### config.mk
export PLATFORM = sky130hd
export DESIGN_NAME = minifloat_knot_linear_interpolator
export DESIGN_NICKNAME = d
export VERILOG_FILES = /design/src/sv/mfki_pkg.sv /design/src/sv/mfki_front.sv /design/src/sv/mfki_queue.sv /design/src/sv/mfki_back.sv /design/src/sv/minifloat_knot_linear_interpolator.sv
export SDC_FILE = /design/constraint.sdc
export NUM_CORES = 2
export LEC_CHECK = 0
export ABC_AREA = 1
export BUFFER_PORTS_ARGS = -buffer_cell sky130_fd_sc_hd__buf_2
export CORE_MARGIN = 5
export CORE_UTILIZATION = 37
export CTS_CLUSTER_SIZE = 28
export DETAILED_ROUTE_END_ITERATION = 16
export PLACE_DENSITY = 0.57
export SLEW_MARGIN = 20
export SYNTH_ARGS = -nofsm -noshare
export SYNTH_HDL_FRONTEND = slang
export SYNTH_SLANG_ARGS = --single-unit
### constraint.sdc
create_clock -name clk -period 19.2 [get_ports clk]
set_clock_uncertainty 0.1 [all_clocks]
set_input_delay 1.92 -clock clk [delete_from_list [all_inputs] [get_ports clk]]
set_output_delay 1.92 -clock clk [all_outputs]
set_load 0.05 [all_outputs]
### src/sv/mfki_pkg.sv
// ----------------------------------------------------------------------------
// mfki_pkg: shared types and constants
// Command and status codes, request and result structs, level decoding.
// ----------------------------------------------------------------------------
package mfki_pkg;

  localparam int MAX_KNOTS = 32;
  localparam int IDX_W     = $clog2(MAX_KNOTS);
  localparam int CNT_W     = $clog2(MAX_KNOTS + 1);
  localparam int LEVEL_W   = 20;
  localparam int NUM_W     = 28;

  localparam logic [1:0] CMD_CLEAR  = 2'd0;
  localparam logic [1:0] CMD_APPEND = 2'd1;
  localparam logic [1:0] CMD_QUERY  = 2'd2;

  localparam logic [1:0] ST_OK    = 2'd0;
  localparam logic [1:0] ST_EMPTY = 2'd1;
  localparam logic [1:0] ST_FULL  = 2'd2;

  typedef struct packed {
    logic [1:0] command;
    logic [7:0] knot_x;
    logic [7:0] knot_code;
    logic [7:0] query_value;
  } req_t;

  typedef struct packed {
    logic [7:0]         echo_value;
    logic [LEVEL_W-1:0] curve_level;
    logic [1:0]         status;
  } res_t;

  // work handed from front to back: either a finished result or a division
  typedef struct packed {
    logic               divide;
    logic [7:0]         echo_value;
    logic [LEVEL_W-1:0] level;
    logic [1:0]         status;
    logic [NUM_W-1:0]   numer;
    logic [7:0]         denom;
  } job_t;

  // (16+m)<<e in units of 1/256
  function automatic logic [LEVEL_W-1:0] decode_level(input logic [7:0] code);
    logic [LEVEL_W-1:0] base;
    base = LEVEL_W'({1'b1, code[3:0]});
    return base << code[7:4];
  endfunction

endpackage

### src/sv/mfki_front.sv
// ----------------------------------------------------------------------------
// mfki_front: knot table, command decode and knot scan
// Holds the table, scans it one knot per cycle, forms the numerator.
// ----------------------------------------------------------------------------
module mfki_front (
  input  logic            clk,
  input  logic            rst,
  input  mfki_pkg::req_t  req,
  input  logic            push,
  output logic            full,
  output mfki_pkg::job_t  job,
  output logic            job_valid,
  input  logic            job_full
);

  localparam logic [2:0] S_IDLE  = 3'd0;
  localparam logic [2:0] S_SCAN  = 3'd1;
  localparam logic [2:0] S_RDLO  = 3'd2;
  localparam logic [2:0] S_RDHI  = 3'd3;
  localparam logic [2:0] S_MUL   = 3'd4;
  localparam logic [2:0] S_SEND  = 3'd5;

  logic [7:0] pos_mem  [mfki_pkg::MAX_KNOTS];
  logic [7:0] code_mem [mfki_pkg::MAX_KNOTS];

  logic [2:0]                  state;
  logic [mfki_pkg::CNT_W-1:0]  knot_count;
  logic [mfki_pkg::CNT_W-1:0]  scan;
  logic [mfki_pkg::IDX_W-1:0]  rd_addr;
  logic [7:0]                  rd_pos;
  logic [7:0]                  rd_code;
  logic [7:0]                  v;
  logic [7:0]                  x1;
  logic [7:0]                  x2;
  logic [mfki_pkg::LEVEL_W-1:0] l1;
  logic [mfki_pkg::LEVEL_W-1:0] l2;
  logic [mfki_pkg::LEVEL_W-1:0] l2_dec;
  logic [mfki_pkg::NUM_W-1:0]  prod1;
  logic [mfki_pkg::NUM_W-1:0]  prod2;
  logic [mfki_pkg::CNT_W-1:0]  idx;
  logic [mfki_pkg::CNT_W-1:0]  lo;
  logic [mfki_pkg::CNT_W-1:0]  hi;
  logic [mfki_pkg::IDX_W-1:0]  hi_idx;
  logic                        found;
  logic                        accept;
  logic                        scan_stop;
  logic                        has_room;
  logic [1:0]                  acc_status;

  assign full     = (state != S_IDLE);
  assign accept   = push && !full;
  assign l2_dec   = mfki_pkg::decode_level(rd_code);
  assign has_room = (knot_count < mfki_pkg::CNT_W'(mfki_pkg::MAX_KNOTS));

  // status known at accept time
  always_comb begin
    acc_status = mfki_pkg::ST_OK;
    if (req.command == mfki_pkg::CMD_APPEND && !has_room) begin
      acc_status = mfki_pkg::ST_FULL;
    end else if (req.command == mfki_pkg::CMD_QUERY && knot_count == '0) begin
      acc_status = mfki_pkg::ST_EMPTY;
    end
  end

  // scan ends at the first knot above v or at the end of the table
  // rd_pos holds knot scan-1 when scan > 0
  always_comb begin
    found     = (scan != '0) && (rd_pos > v);
    scan_stop = found || (scan == knot_count);
    idx       = found ? scan - 1'b1 : scan;
    lo        = (idx != '0) ? idx - 1'b1 : '0;
    hi        = (idx < knot_count) ? idx : knot_count - 1'b1;
  end

  // read address chooses the next knot to look at
  always_comb begin
    unique case (state)
      S_SCAN:  rd_addr = scan_stop ? lo[mfki_pkg::IDX_W-1:0]
                                   : scan[mfki_pkg::IDX_W-1:0];
      default: rd_addr = hi_idx;
    endcase
  end

  // table memory with registered read
  always_ff @(posedge clk) begin
    if (accept && req.command == mfki_pkg::CMD_APPEND && has_room) begin
      pos_mem[knot_count[mfki_pkg::IDX_W-1:0]]  <= req.knot_x;
      code_mem[knot_count[mfki_pkg::IDX_W-1:0]] <= req.knot_code;
    end
    rd_pos  <= pos_mem[rd_addr];
    rd_code <= code_mem[rd_addr];
  end

  // sequencer
  always_ff @(posedge clk) begin
    if (rst) begin
      state      <= S_IDLE;
      knot_count <= '0;
      job_valid  <= 1'b0;
      hi_idx     <= '0;
    end else begin
      job_valid <= 1'b0;
      unique case (state)
        S_IDLE: begin
          if (accept) begin
            job.divide     <= 1'b0;
            job.level      <= '0;
            job.numer      <= '0;
            job.denom      <= '0;
            job.status     <= acc_status;
            job.echo_value <= (req.command == mfki_pkg::CMD_QUERY) ?
                              req.query_value : 8'd0;
            v              <= req.query_value;
            scan           <= '0;
            case (req.command)
              mfki_pkg::CMD_CLEAR: begin
                knot_count <= '0;
                state      <= S_SEND;
              end
              mfki_pkg::CMD_APPEND: begin
                if (has_room) begin
                  knot_count <= knot_count + 1'b1;
                end
                state <= S_SEND;
              end
              mfki_pkg::CMD_QUERY: begin
                if (knot_count == '0) begin
                  state <= S_SEND;
                end else begin
                  state <= S_SCAN;
                end
              end
              default: state <= S_SEND;
            endcase
          end
        end
        S_SCAN: begin
          if (scan_stop) begin
            hi_idx <= hi[mfki_pkg::IDX_W-1:0];
            state  <= S_RDLO;
          end else begin
            scan <= scan + 1'b1;
          end
        end
        S_RDLO: begin
          x1    <= rd_pos;
          l1    <= mfki_pkg::decode_level(rd_code);
          state <= S_RDHI;
        end
        S_RDHI: begin
          x2 <= rd_pos;
          l2 <= l2_dec;
          if (v <= x1) begin
            job.level <= l1;
            state     <= S_SEND;
          end else if (v >= rd_pos) begin
            job.level <= l2_dec;
            state     <= S_SEND;
          end else begin
            state <= S_MUL;
          end
        end
        S_MUL: begin
          job.divide <= 1'b1;
          job.numer  <= prod1 + prod2;
          job.denom  <= x2 - x1;
          state      <= S_SEND;
        end
        S_SEND: begin
          if (!job_full) begin
            job_valid <= 1'b1;
            state     <= S_IDLE;
          end
        end
        default: state <= S_IDLE;
      endcase
    end
  end

  // two narrow products: 20 x 8 bits each
  assign prod1 = mfki_pkg::NUM_W'(l1) * mfki_pkg::NUM_W'(x2 - v);
  assign prod2 = mfki_pkg::NUM_W'(l2) * mfki_pkg::NUM_W'(v - x1);

endmodule

### src/sv/mfki_queue.sv
// ----------------------------------------------------------------------------
// mfki_queue: two-entry job queue
// Decouples the scan front from the divide back.
// ----------------------------------------------------------------------------
module mfki_queue (
  input  logic           clk,
  input  logic           rst,
  input  mfki_pkg::job_t wr_data,
  input  logic           wr,
  output logic           full,
  output mfki_pkg::job_t rd_data,
  output logic           empty,
  input  logic           rd
);

  mfki_pkg::job_t slots [2];
  logic           wptr;
  logic           rptr;
  logic [1:0]     count;

  assign full    = (count == 2'd2);
  assign empty   = (count == 2'd0);
  assign rd_data = slots[rptr];

  // storage
  always_ff @(posedge clk) begin
    if (wr && !full) begin
      slots[wptr] <= wr_data;
    end
  end

  // pointers
  always_ff @(posedge clk) begin
    if (rst) begin
      wptr  <= 1'b0;
      rptr  <= 1'b0;
      count <= '0;
    end else begin
      if (wr && !full) wptr <= ~wptr;
      if (rd && !empty) rptr <= ~rptr;
      count <= count + {1'b0, wr && !full} - {1'b0, rd && !empty};
    end
  end

endmodule

### src/sv/mfki_back.sv
// ----------------------------------------------------------------------------
// mfki_back: restoring divider and result register
// One quotient bit per cycle, then holds the result until popped.
// ----------------------------------------------------------------------------
module mfki_back (
  input  logic           clk,
  input  logic           rst,
  input  mfki_pkg::job_t job,
  input  logic           job_empty,
  output logic           job_pop,
  output mfki_pkg::res_t res,
  output logic           empty,
  input  logic           pop
);

  localparam logic [1:0] B_IDLE = 2'd0;
  localparam logic [1:0] B_DIV  = 2'd1;
  localparam logic [1:0] B_OUT  = 2'd2;

  logic [1:0]                 state;
  logic [mfki_pkg::NUM_W-1:0] quo;
  logic [mfki_pkg::NUM_W-1:0] quo_next;
  logic [8:0]                 rem;
  logic [8:0]                 rem_next;
  logic [7:0]                 den;
  logic [4:0]                 cnt;
  logic [8:0]                 trial;
  logic                       out_free;

  assign empty    = (state != B_OUT);
  assign out_free = (state == B_IDLE);
  assign job_pop  = out_free && !job_empty;
  assign trial    = {rem[7:0], quo[mfki_pkg::NUM_W-1]} - {1'b0, den};

  // shift in one numerator bit, subtract when it fits
  always_comb begin
    if (!trial[8] || rem[8]) begin
      rem_next = trial;
      quo_next = {quo[mfki_pkg::NUM_W-2:0], 1'b1};
    end else begin
      rem_next = {rem[7:0], quo[mfki_pkg::NUM_W-1]};
      quo_next = {quo[mfki_pkg::NUM_W-2:0], 1'b0};
    end
  end

  always_ff @(posedge clk) begin
    if (rst) begin
      state <= B_IDLE;
    end else begin
      unique case (state)
        B_IDLE: begin
          if (!job_empty) begin
            res.echo_value  <= job.echo_value;
            res.status      <= job.status;
            res.curve_level <= job.level;
            quo             <= job.numer;
            den             <= job.denom;
            rem             <= '0;
            cnt             <= 5'(mfki_pkg::NUM_W - 1);
            state           <= job.divide ? B_DIV : B_OUT;
          end
        end
        B_DIV: begin
          rem <= rem_next;
          quo <= quo_next;
          // quotient lands in the level on the last step
          if (cnt == 0) begin
            res.curve_level <= quo_next[mfki_pkg::LEVEL_W-1:0];
            state           <= B_OUT;
          end else begin
            cnt <= cnt - 1'b1;
          end
        end
        B_OUT: begin
          if (pop) begin
            state <= B_IDLE;
          end
        end
        default: state <= B_IDLE;
      endcase
    end
  end

endmodule

### src/sv/minifloat_knot_linear_interpolator.sv
// ----------------------------------------------------------------------------
// minifloat_knot_linear_interpolator: piecewise-linear curve over knots
// Front scans the knot table, back divides; a two-entry queue between.
// ----------------------------------------------------------------------------
//  channel   handshake      payload
//  request   push / full    req  (command, knot_x, knot_code, query_value)
//  result    pop / empty    res  (echo_value, curve_level, status)
//
// clear and append pass straight to the send state; a query scans in the
// front (one knot per cycle in the scan) and may then divide in the back.
// reset empties the table and the queue; no clearing pass is needed.
// a held result stalls the back; a full queue stalls the front.
// ----------------------------------------------------------------------------
module minifloat_knot_linear_interpolator (
  input  logic           clk,
  input  logic           rst,
  input  mfki_pkg::req_t req,
  input  logic           push,
  output logic           full,
  output mfki_pkg::res_t res,
  output logic           empty,
  input  logic           pop
);

  mfki_pkg::job_t f_job;
  mfki_pkg::job_t q_job;
  logic           f_valid;
  logic           q_full;
  logic           q_empty;
  logic           q_pop;
  mfki_pkg::res_t b_res;

  mfki_front u_front (
    .clk(clk), .rst(rst), .req(req), .push(push), .full(full),
    .job(f_job), .job_valid(f_valid), .job_full(q_full)
  );

  mfki_queue u_queue (
    .clk(clk), .rst(rst), .wr_data(f_job), .wr(f_valid), .full(q_full),
    .rd_data(q_job), .empty(q_empty), .rd(q_pop)
  );

  mfki_back u_back (
    .clk(clk), .rst(rst), .job(q_job), .job_empty(q_empty), .job_pop(q_pop),
    .res(b_res), .empty(empty), .pop(pop)
  );

  assign res = b_res;

endmodule

* After elaboration in Yosys (flattened, before gate mapping)
Memory sizes are Yosys's and may differ from the RTL's. A register that Yosys moved wholly into a read port is not among the register bits.
Index checks and enable logic that the tools add are counted.
** Cells by class
- Add/sub/neg operators :: 13
- Eq/ne operators :: 22
- Order comparisons :: 5
- Shift operators :: 1
- Multiplexer cells :: 51
- Multipliers :: 2
- Bitwise operators :: 5
- Reductions and logical operators :: 45
** Operator list (count)
- 20-bit one-hot mux with 2 select lines :: 2
- 36-bit one-hot mux with 2 select lines :: 1
- 67-bit two-way mux :: 1
- 20-bit two-way mux :: 3
- 20-bit by 28-bit multiplier with 28-bit output :: 2
- 28-bit one-hot mux with 2 select lines :: 1
- 5-bit two-way mux :: 6
- 28-bit adder :: 1
- 28-bit two-way mux :: 1
- 6-bit two-way mux :: 4
- 6-bit one-hot mux with 2 select lines :: 2
- 22-bit two-way mux :: 1
- 4-bit AND reduction :: 5
- 5-bit by 4-bit << shifter with 20-bit output :: 1
- 9-bit two-way mux :: 2
- 3-bit one-hot mux with 6 select lines :: 1
- 9-bit one-hot mux with 2 select lines :: 1
- 3-bit AND reduction :: 6
- 8-bit by 8-bit subtractor with 9-bit output :: 2
- 3-bit two-way mux :: 5
- 5-bit by 1-bit subtractor with 5-bit output, second input constant :: 3
- 6-bit by 1-bit adder with 6-bit output, second input constant :: 2
- 2-bit inequality test, second input constant :: 6
- 6-bit nonzero test :: 2
- other kinds (36) :: 83
** Storage, ports and cells
- Memory bits (writable) :: 646
- Flip-flop bits (word level) :: 238
- Output and inout port bits :: 32
- Input port bits :: 30
- Memories kept :: 3
- Logic and storage cells :: 174
** Memory list
- u_front.code_mem :: depth 32, bits a word 8, read ports 1, clocked after Yosys merged registers in 1, wr ports 1, RTL line mfki_front.sv:24 : logic [7:0] code_mem [mfki_pkg::MAX_KNOTS];
- u_front.pos_mem :: depth 32, bits a word 8, read ports 1, clocked after Yosys merged registers in 1, wr ports 1, RTL line mfki_front.sv:23 : logic [7:0] pos_mem [mfki_pkg::MAX_KNOTS];
- u_queue.slots :: depth 2, bits a word 67, read ports 1, clocked after Yosys merged registers in 1, wr ports 1, RTL line mfki_queue.sv:16 : mfki_pkg::job_t slots [2];

* Depth between registers and ports, before layout
- Depth after elaboration :: 7
- Gate-level depth with buffers :: 43
- Gate-level depth less buffers :: 42

* By module
From an unflattened synthesis, not the netlist that was laid out.
** Unflattened totals
- Cell total of the unflattened synthesis :: 4472
- Area, all modules :: 49223.5 um2
** Modules (own cells, without submodules)
- mfki_front :: sequential area each 20109.3 um2, area an instance 40226.1 um2, instances 1, cells an instance 3852
- mfki_queue :: sequential area each 4124.0 um2, area an instance 5202.5 um2, instances 1, cells an instance 248
- mfki_back :: sequential area each 2442.3 um2, area an instance 3794.9 um2, instances 1, cells an instance 372

* Least setup slack after synthesis
OpenSTA, ideal clock, no wires.
- Path kind :: reg-to-reg
- Start :: register u_front.x2[1]
- End :: register u_front.job[34] (netlist bit) (data pin)
- Setup time :: 261 ps
- Data required time :: 18839 ps
- Data arrival time :: 8019 ps
- Stages on the path, launching flop included :: 41
- Path buffers :: 1
- Slack :: 10820 ps
- Period minus slack after synthesis :: 8380 ps
- Path through :: edfxtp_1 ha_1 nand2_1 nor2_1 a211oi_1 or2_2 nand2_1 a21oi_1 or2_2 nand2_1 a21oi_1 or2_2 nand2_1 buf_2 nor2_1 fa_1 inv_1 fa_1 [... 5 more ...] inv_1 fa_1 fa_1 inv_1 fa_1 inv_1 ha_1 nand2_1 inv_1 nand2_1 o221ai_1 a21oi_1 inv_1 a21oi_1 o21a_1 o21ai_0 o21ai_0 a21oi_1
** Between the ends
- Cells in the longest elaborated chain, start to end :: 4
** Ends and longest elaborated chain
- start: declaration :: RTL line mfki_front.sv:34 : logic [7:0] x2;
- start signal: assignment :: RTL line mfki_front.sv:151 : x2 <= rd_pos;
- 8-bit by 8-bit subtractor with 9-bit output :: RTL line mfki_front.sv:181 : assign prod1 = mfki_pkg::NUM_W'(l1) * mfki_pkg::NUM_W'(x2 - v);
- 20-bit by 28-bit multiplier with 28-bit output :: RTL line mfki_front.sv:181
- 28-bit adder :: RTL line mfki_front.sv:165 : job.numer <= prod1 + prod2;
- 36-bit one-hot mux with 2 select lines :: RTL line mfki_front.sv:103 : unique case (state)
- end: declaration :: RTL line mfki_front.sv:11 : output mfki_pkg::job_t job,
No other way between the ends.
A chain may end at the register's enable or synchronous reset.

* Worst setup path after layout
- Start :: register u_front.x2[1]
- End :: register u_front.job[33] (netlist bit) (data pin)
The elaborated chain is that of the path after synthesis.

==> impl_metrics.json <==
{
  "status": "completed",
  "area_delta_synth_final_pct": 10.05,
  "yosys.area.top_type": "edfxtp_1",
  "cts_tree": "done",
  "endpoint_kind": "flip-flop",
  "die-area_mm2": 0.1517,
  "synth_edf_count": 863,
  "drt_first_pass_iters": 6,
  "grt_pass1_wl_um": 223800,
  "cts_inserted_buffers": 92,
  "num_vias": 35160,
  "slew_headroom_pct": 23.55,
  "initial_core_util_pct": 37.19,
  "yosys.area_share.adder_pct": 22.41,
  "first_iter_violations": 3073,
  "synthArstFlopShare_pct": 0,
  "yosysWarnings": 0,
  "tns_ns": 0,
  "clock-root-buffer": "clkbuf_16",
  "crit_type": "reg2reg",
  "hold_class": "reg2reg",
  "yosys_register_bits": 901,
  "stdcell_count": 6866,
  "drive_gt1_share_pct": 6.735,
  "yosys-top-cells-count": "edfxtp_1, inv_1, nand3_1",
  "synthSimpleGateAreaFrac_pct": 15.68,
  "holdWs_ns": 0.3241,
  "slowest_stage": "nand2_1",
  "worst_pin_slew_ns": 1.147,
  "setup_viol_count_final": 0,
  "clk_pin_slew_ns": 0.06,
  "arrival_ns": 9.96,
  "grt_use_total_pct": 19.31,
  "fin_crit_ns": 9.622,
  "grt_pass1_vias": 35530,
  "drc": 0,
  "syn_area_mm2": 0.05330,
  "synthMuxAreaShare_pct": 0.03756,
  "synth.most_common_cell": "edfxtp_1",
  "dp.cells": 6692,
  "coreArea_mm2": 0.1433,
  "clock.fmax_mhz": 103.9,
  "ctsResizeCount": 0,
  "num_rows": 139,
  "yosys.area.top_type_share_pct": 48.62,
  "fin_crit_sh_pct": 50.12,
  "routedWlPerCell_um": 21.28,
  "rsz0062_at_grt": "false",
  "nets": 5587,
  "synth_top_family_by_area": "adder cells",
  "synth-compound-area-share_pct": 3.385,
  "maxCapViolations": 0,
  "netlist_instances": 4856,
  "cp_common_cell": "nand2_1",
  "cp_max_fo": 15,
  "clock_latency_ns": 0.70,
  "drv_slew": 0,
  "ant_nets": 0,
  "wl_um": 146100,
  "die_w_um": 389.6,
  "finalHoldViolations": 0,
  "cp_slowest_stage_delay_ns": 0.74,
  "die_h_um": 389.6,
  "cp-start-kind": "flip-flop",
  "synth_fp_nets": 5560,
  "final.setup.worst_slack_ns": 9.578,
  "synth_ff_type": "edfxtp_1",
  "post-cts-setup-buffers": 0,
  "yosysSeqAreaShare_pct": 50.05,
  "pin_count": 62,
  "place_hpwl_um": 98120,
  "synth_area_leaders": "edfxtp_1, fa_1, nand3_1, inv_1, nand2_1",
  "antenna_found_initial": 7,
  "pre_cts_ws_ns": 9.687,
  "h-tree-depth": 3,
  "ys_types": 53,
  "grt_max_degree": 171,
  "place_congestion": 0.9022,
  "place.port_buffers": 61,
  "syn_avg_cell_area_um2": 10.98,
  "grt_overflow_total": 0,
  "required_ns": 19.53,
  "via_per_inst": 5.120,
  "cts_hold_buf": 0,
  "clockBufferDepth": 3,
  "synth_xor_area_share_pct": 1.082,
  "cts.sinks": 901
}
-- final cells by class --
class	instances	area [um^2]
well taps	1903	2381
flip-flops and latches	901	26680
repair buffers	137	888.4
clock buffers	121	2451
inverters	766	2877
fillers	13710	84650
multi-input cells	2985	22830
diodes	4	10.01
clock inverters	49	539.3
-- sequential cells by signal, indices dropped and copies added (netlist names), 9 cells and up, named ones only --
name / flops
u_front.code_mem: 256
u_front.l2: 20
u_back.quo: 28
u_back.rem: 9
u_back.res: 30
u_front.job: 67
u_queue.slots: 134
u_front.l1: 20
u_front.pos_mem: 256
-- kinds of logic (layout without fill, tap and decap cells) --
group	after synthesis	count (layout)
AND/OR/NAND/NOR	1930	1930
buffers and inverters	970	1073
flip-flops	901	901
adder cells (fa/ha/maj)	674	674
AO/OA/AOI/OAI	314	314
XOR/XNOR	65	65
multiplexers	2	2
other	0	4
-- worst max-delay path: cells and delay by family, from the launching register on --
kind                       cells  cell delay (ns)
adders and majority gates      9             4.19
and+or+nand+nor               19             2.91
AOI/OAI and AO/OA              8             1.44
DFF                            1             0.49
buffers and inverters          4             0.19
-- cells in the final DEF, fill, tap and decap left out, types with 5 or more instances in the layout --
cell type | synthesis | routed
nand4_1 | 7 | 7
o32ai_1 | 18 | 18
a21oi_1 | 117 | 113
a31oi_1 | 6 | 6
edfxtp_1 | 863 | 863
xor2_1 | 39 | 39
xnor2_1 | 25 | 25
o21bai_1 | 6 | 6
nand2_2 | 6 | 5
ha_1 | 206 | 206
nor3_1 | 19 | 15
clkbuf_16 | 0 | 92
dfxtp_1 | 38 | 37
a211oi_1 | 15 | 15
nand2_1 | 700 | 699
nor3_2 | 1 | 5
nand3_1 | 733 | 732
o22ai_1 | 23 | 23
buf_2 | 87 | 61
clkinv_2 | 0 | 11
clkinv_1 | 5 | 21
clkbuf_1 | 75 | 25
o21a_1 | 6 | 6
inv_1 | 751 | 749
fa_1 | 468 | 468
nor2_1 | 429 | 423
or2_2 | 19 | 19
inv_2 | 10 | 11
o21ai_0 | 107 | 105
bufinv_16 | 0 | 7
buf_4 | 17 | 75
-- through the flow --
stage	util (%)	area [um^2]
after floorplan	-	53300
after global placement	38.83	55650
after detailed placement	38.84	55660
after CTS	40.92	58650
after global routing	40.92	58650
final	40.93	58660
-- final timing paths --
kind / startpoint / to / slack [ns] / cells after the start
min reg2reg: u_front.job[49] / u_queue.slots[0][49] / 0.32 / 0
max: u_front.x2[1] / u_front.job[33] / 9.58 / 40
min: u_front.job[49] / u_queue.slots[0][49] / 0.32 / 0
max reg2reg: u_front.x2[1] / u_front.job[33] / 9.58 / 40
-- routing by layer --
layer / part of all wire (%) / track usage, % / wire length, um
met5: 0.0089 / 0 / 13
met3: 6.2 / 2.681 / 9027
met4: 2.8 / 5.321 / 4046
met1: 43 / 26.96 / 62970
met2: 48 / 31.77 / 70040
Power is not shown: default switching activity piles up to over one toggle a cycle in this logic, so the estimate is an artifact.
